File: config.mk
export PLATFORM = sky130hd
export DESIGN_NAME = mrms_ctrl
export DESIGN_NICKNAME = d
export VERILOG_FILES = /design/src/design/mrms_pkg.sv /design/src/design/mrms_ctrl.sv
export SDC_FILE = /design/constraint.sdc
export NUM_CORES = 1
export LEC_CHECK = 0
export ABC_CLOCK_PERIOD_IN_PS = 1100
export BUFFER_PORTS_ARGS = -buffer_cell sky130_fd_sc_hd__buf_4
export CORE_AREA = 2 2 39 41
export DETAILED_ROUTE_END_ITERATION = 10
export DIE_AREA = 0 0 41 43
export SKIP_CTS_REPAIR_TIMING = 1
export SLEW_MARGIN = 25
export SYNTH_ARGS = -nofsm -noshare
export SYNTH_HDL_FRONTEND = slang
export SYNTH_SLANG_ARGS = --single-unit
File: constraint.sdc
create_clock -name clock -period 1.1 [get_ports clock]
set_input_delay 0.055 -clock clock [delete_from_list [all_inputs] [get_ports clock]]
set_output_delay 0.055 -clock clock [all_outputs]
set_load 0.01 [all_outputs]
File: src/design/mrms_pkg.sv
// shared types for the multikey record merge sorter
`timescale 1ns / 1ps
package mrms_pkg;

   localparam int TAG_W = 6;
   localparam int FIELD_W = 16;

   typedef enum logic [2:0] {
      ST_LOAD,
      ST_PASS,
      ST_SEG,
      ST_RD,
      ST_CMP,
      ST_OUT_RD,
      ST_OUT_SHOW
   } state_type;

   typedef struct packed {
      logic load;
      logic sort_init;
      logic pass_init;
      logic pass_next;
      logic seg_init;
      logic seg_next;
      logic rd;
      logic step;
      logic out_init;
      logic rd_out;
      logic out_next;
      logic clear;
   } ctrl_cmd_type;

   typedef struct packed {
      logic pass_done;
      logic segs_done;
      logic seg_last;
      logic out_last;
   } dp_status_type;

endpackage

File: src/design/mrms_ctrl.sv
// sequencer for loading, merge passes and the output run
`timescale 1ns / 1ps
module mrms_ctrl
   import mrms_pkg::*;
(
   input  logic          clock,
   input  logic          reset,
   input  logic          req_valid,
   input  logic          req_last,
   output logic          req_stall,
   output logic          rsp_valid,
   input  logic          rsp_stall,
   input  dp_status_type status,
   output ctrl_cmd_type  cmd
);

   state_type state_ff, state_in;

   always_ff @(posedge clock) begin
      if (reset) begin
         state_ff <= ST_LOAD;
      end else begin
         state_ff <= state_in;
      end
   end

   always_comb begin
      state_in  = state_ff;
      cmd       = '0;
      req_stall = 1'b1;
      rsp_valid = 1'b0;
      case (state_ff)
         ST_LOAD: begin
            req_stall = 1'b0;
            if (req_valid) begin
               cmd.load = 1'b1;
               if (req_last) begin
                  cmd.sort_init = 1'b1;
                  state_in = ST_PASS;
               end
            end
         end
         ST_PASS: begin
            if (status.pass_done) begin
               cmd.out_init = 1'b1;
               state_in = ST_OUT_RD;
            end else begin
               cmd.pass_init = 1'b1;
               state_in = ST_SEG;
            end
         end
         ST_SEG: begin
            if (status.segs_done) begin
               cmd.pass_next = 1'b1;
               state_in = ST_PASS;
            end else begin
               cmd.seg_init = 1'b1;
               state_in = ST_RD;
            end
         end
         ST_RD: begin
            cmd.rd = 1'b1;
            state_in = ST_CMP;
         end
         ST_CMP: begin
            cmd.step = 1'b1;
            if (status.seg_last) begin
               cmd.seg_next = 1'b1;
               state_in = ST_SEG;
            end else begin
               state_in = ST_RD;
            end
         end
         ST_OUT_RD: begin
            cmd.rd_out = 1'b1;
            state_in = ST_OUT_SHOW;
         end
         ST_OUT_SHOW: begin
            rsp_valid = 1'b1;
            if (!rsp_stall) begin
               if (status.out_last) begin
                  cmd.clear = 1'b1;
                  state_in = ST_LOAD;
               end else begin
                  cmd.out_next = 1'b1;
                  state_in = ST_OUT_RD;
               end
            end
         end
         default: begin
            state_in = ST_LOAD;
         end
      endcase
   end

endmodule

# After elaboration in Yosys (flattened, before gate mapping)
# Cells that the tools add are included.
# classes
n_reduce_logical	2
muxes	29
n_eq_ne	9
# ops
cell	count
$pmux W3 S7	1
$mux W1	17
$mux W3	5
$mux W2	6
$eq A3 B3 Y1 const B	3
$eq A3 B2 Y1 const B	2
$ne A2 B2 Y1 const B	3
$eq A3 B1 Y1 const B	1
$logic_not A3 Y1	1
$reduce_and A3 Y1	1
# word_totals
reg_bits	3
input_bits	9
wordCells	41
out_inout_bits	14

# Longest topological paths before layout
# depth
word_depth	3
depth_mapped	4

# Least setup slack after synthesis
# No wires, ideal clock.
# synth_path
path_kind	flip-flop to flip-flop
start	reg state_ff[2]
end	reg state_ff[0]
path_stages_with_launch	4
period_less_slack_ns	1.161
path_slack_ns	-0.061
arrival_ns	1.029
required_ns	0.968
cell_sequence	dfxtp_1 > or3_2 > a21oi_2 > a2111oi_2
# synth_between
elab_chain_cells	3
elab_cells_between_ends	12
cone_classes	9 x eq/ne; 1 x mux; 2 x reduce/logical
# synth_rtl
item	line	text
start: declaration	mrms_ctrl.sv:17	state_type state_ff, state_in;
start signal: assignment	mrms_ctrl.sv:23	state_ff <= state_in;
$eq A3 B3 Y1 or $logic_not A3 Y1 (tied branches)	mrms_ctrl.sv:32	case (state_ff)
$ne A2 B2 Y1 (no line)	--	
$reduce_and A3 Y1 (no line)	--	
# Several ways; a longest one is shown, not always the timed one.
# A chain may end at the register's enable or synchronous reset.

==> summary.txt <==
Place
  • Final weighted congestion in routability-driven placement: 0.800
  • Detailed Place HPWL: 687 um
  • Pre-CTS WS: -0.0608 ns
  • Count of buffers from port buffering: 22

Routing
  • DR vias/cell: 4.65
  • Detailed-routing iteration count for the pre-antenna-repair pass: 3
  • Number of vias after detailed routing: 446
  • Total detailed-routing wirelength: 1.02 mm
  • Remaining antenna violation count: 0
  • DRC marker count from the first detailed-route iteration: 9
  • DRC violations left: 0
  • Avg WL per Cell: 10.7 um

Yosys
  • Post-Syn Area: 327 sq um
  • Count of yosys warnings during synthesis: 0
  • Largest cells by area after synthesis: sky130_fd_sc_hd__dfxtp_1 (18%), sky130_fd_sc_hd__nor2_1 (6.9%), sky130_fd_sc_hd__nor3b_1 (6.9%), sky130_fd_sc_hd__and3b_1 (5.4%), sky130_fd_sc_hd__nor4b_1 (5.4%)
  • Unique cell type count in the Yosys netlist: 25
  • Commonest register cell after synthesis: sky130_fd_sc_hd__dfxtp_1
  • Nets in the synthesized netlist: 53
  • Fraction of synthesis flops using an asynchronous set or reset pin: 0%
  • Cells after Synth: 44
  • Count leader, synth: sky130_fd_sc_hd__nor2_1
  • Total of flip-flops plus latches after synthesis: 3
  • Fraction of synthesized cell area taken by the top area cell type: 18.4%
  • Leading area contributor after synthesis: sky130_fd_sc_hd__dfxtp_1
  • Synthesized area divided by synthesized cell count: 7.42 sq um
  • Ranking of synthesized cells by instance count: sky130_fd_sc_hd__nor2_1 (6), sky130_fd_sc_hd__dfxtp_1 (3), sky130_fd_sc_hd__nand2_1 (3), sky130_fd_sc_hd__nor3b_1 (3)
  • Sequential cell area fraction in the yosys report: 18.4%
  • EDFF count, synth: 0

Setup path
  • Setup crit end: cmd[0]
  • Critical Path Sink Type: output port
  • Reg-to-reg slack, setup: -0.03 ns
  • Critical Path AT: 1.23 ns
  • Depth of the worst register-to-register path: 5
  • Type of the worst setup path: register to output port
  • Launch instance of the worst register-to-register path: state_ff[1]
  • Critical Path Start Type: register
  • Largest fanout of any net on the critical path: 7
  • Worst setup path startpoint: state_ff[1]
  • Data required time at the worst endpoint: 1.04 ns
  • Critical register-to-register path endpoint: state_ff[2]

Global route
  • Number of global-route vias before repair: 348
  • GRT Total Usage: 11.4%
  • Global route total overflow: 0
  • Antenna violations before repair: 0
  • Maximum number of pins on one net before global-route repair: 11
  • Wire length of the first global-routing pass: 1.36 mm

Pwr
  • Sequential fraction of design power: 20.2%
  • Internal Dissipation: 0.000533 W
  • Total power density per cell area: 1070 nW/um^2
  • IR Drop Worst-Case VDD: 0.408 mV
  • Clk network pwr share: 23.1%
  • Switching component of the power: 0.000294 W
  • Gate power share: 56.7%
  • Standby leakage power: 0.343 nW
  • Net switching share of the total power: 35.6%

Die
  • Floorplan row count: 14
  • Area of the die: 1760 sq um
  • Number of top-level pins: 23
  • Core area: 1380 sq um
  • Die X: 41 um
  • Starting density of the core: 23.6%
  • Die Height: 43 um

Timing
  • Max-slew headroom: 84.1%
  • Aggregate negative setup slack: -1.44 ns
  • Least-Margin Pin Slew: 0.238 ns
  • Post-route setup slack: -0.183 ns
  • Final hold vios: 0
  • Fin crit share: 117%
  • Shortest clock period the worst path allows after layout: 1.28 ns
  • Highest attainable clock frequency: 779 MHz
  • Setup violators final: 15
  • Setup repair after global routing missed its margin: yes
  • Final max-slew violation count: 0
  • Setup skew after layout: 0.00129 ns

Outcome
  • Status: finished with violations
  • Violated checks: setup timing

Clock network
  • Clock sink count: 3
  • Clock-pin slew on the worst setup and hold paths: 0.04 ns
  • Clock latency on the worst-skew pair: 0.23 ns
  • Root buffer selected by CTS: sky130_fd_sc_hd__clkbuf_4
  • Clock tree from TritonCTS: built
  • Clock buffers created by TritonCTS: 3
  • Max Root-Sink Buffers: 2
  • CTS H-tree depth: 1

Layout
  • Largest registers: state_ff: 3 flops
  • Proportion of layout cells with a drive suffix above 1: 72.5%
  • Area added between synthesis and finish: 136%
  • Utilization of the core after routing: 55.8%
  • Final antenna diode count: 0
  • Most flop-heavy register: state_ff
  • Number of nets in the final layout: 90
  • Max reg flops: 3

Hold path
  • Class of the most critical hold timing path: input pin to register

Job
  • Maximum capacitance violations: 0
==> cell families after synthesis <==
family	after synthesis	share of synthesized area, %
AND/OR/NAND/NOR	27	52.5
AO/OA/AOI/OAI	9	20.3
buffers and inverters	5	8.81
flip-flops	3	18.4
==> critical path, stage by stage (launching register included) <==
cell	delay (ns)
sky130_fd_sc_hd__dfxtp_4	0.37
sky130_fd_sc_hd__buf_6	0.12
sky130_fd_sc_hd__and3b_2	0.20
sky130_fd_sc_hd__and3b_1	0.19
sky130_fd_sc_hd__buf_6	0.12
==> layout make-up <==
| type | instances | area, sq um |
|---|---|---|
| timing repair buffer | 35 | 303 |
| multi-input combinational | 36 | 344 |
| fill | 134 | 612 |
| sequential | 3 | 71.3 |
| tap | 16 | 20.0 |
| inverter | 2 | 7.51 |
| clock buffer | 4 | 26.3 |
==> layout by cell type (no fill, tap or decap), types with 2 or more instances in the layout <==
cell type                  count
sky130_fd_sc_hd__buf_4        24
sky130_fd_sc_hd__buf_6        10
sky130_fd_sc_hd__nand2_1       3
sky130_fd_sc_hd__nor2_1        3
sky130_fd_sc_hd__clkbuf_4      3
sky130_fd_sc_hd__dfxtp_4       3
sky130_fd_sc_hd__nor4b_4       2
sky130_fd_sc_hd__and3b_1       2
sky130_fd_sc_hd__nor4_4        2
sky130_fd_sc_hd__nor2_2        2
sky130_fd_sc_hd__a31oi_1       2
==> power groups by stage <==
stage	logic (W)	clock network, W	registers (W)
detailed placement	0.000344	0	0.000159
finish	0.000470	0.000191	0.000167
floorplan	0.000207	0	0.000141
CTS	0.000345	0.000201	0.000158
global route	0.000506	0.000204	0.000172
global placement	0.000341	0	0.000161
==> metrics by stage <==
step	total power (W)	hold WS (ns)	instance area, sq um	instances
after floorplan	0.000347	0.124	335	44
after global placement	0.000501	0.245	559	87
after detailed placement	0.000503	0.246	559	87
after CTS	0.000703	-0.00169	586	91
after global routing	0.000882	0.135	772	96
final	0.000827	0.120	772	96
==> layer usage <==
layer / global-route usage [%] / routed length, um / vias up
li1: - / - / 234
met1: 15.1 / 449 / 201
met2: 15.3 / 539 / 11
met3: 3.14 / 35 / 0
met4: 8.00 / 0 / 0
met5: 0 / 0 / -
==> worst min-delay path by stage <==
| stage | slack [ns] | depth (start not counted) | start | end |
|---|---|---|---|---|
| 2_1_floorplan | 0.12 | 1 | reset | state_ff[1] |
| 3_3_place_gp | 0.25 | 2 | reset | state_ff[1] |
| 3_5_place_dp | 0.25 | 2 | reset | state_ff[1] |
| 4_1_cts | -0.002 | 2 | reset | state_ff[1] |
| 5_1_grt | 0.13 | 3 | rsp_stall | state_ff[2] |
| 6_report | 0.12 | 3 | rsp_stall | state_ff[2] |
(Power assumes the default switching activity.)
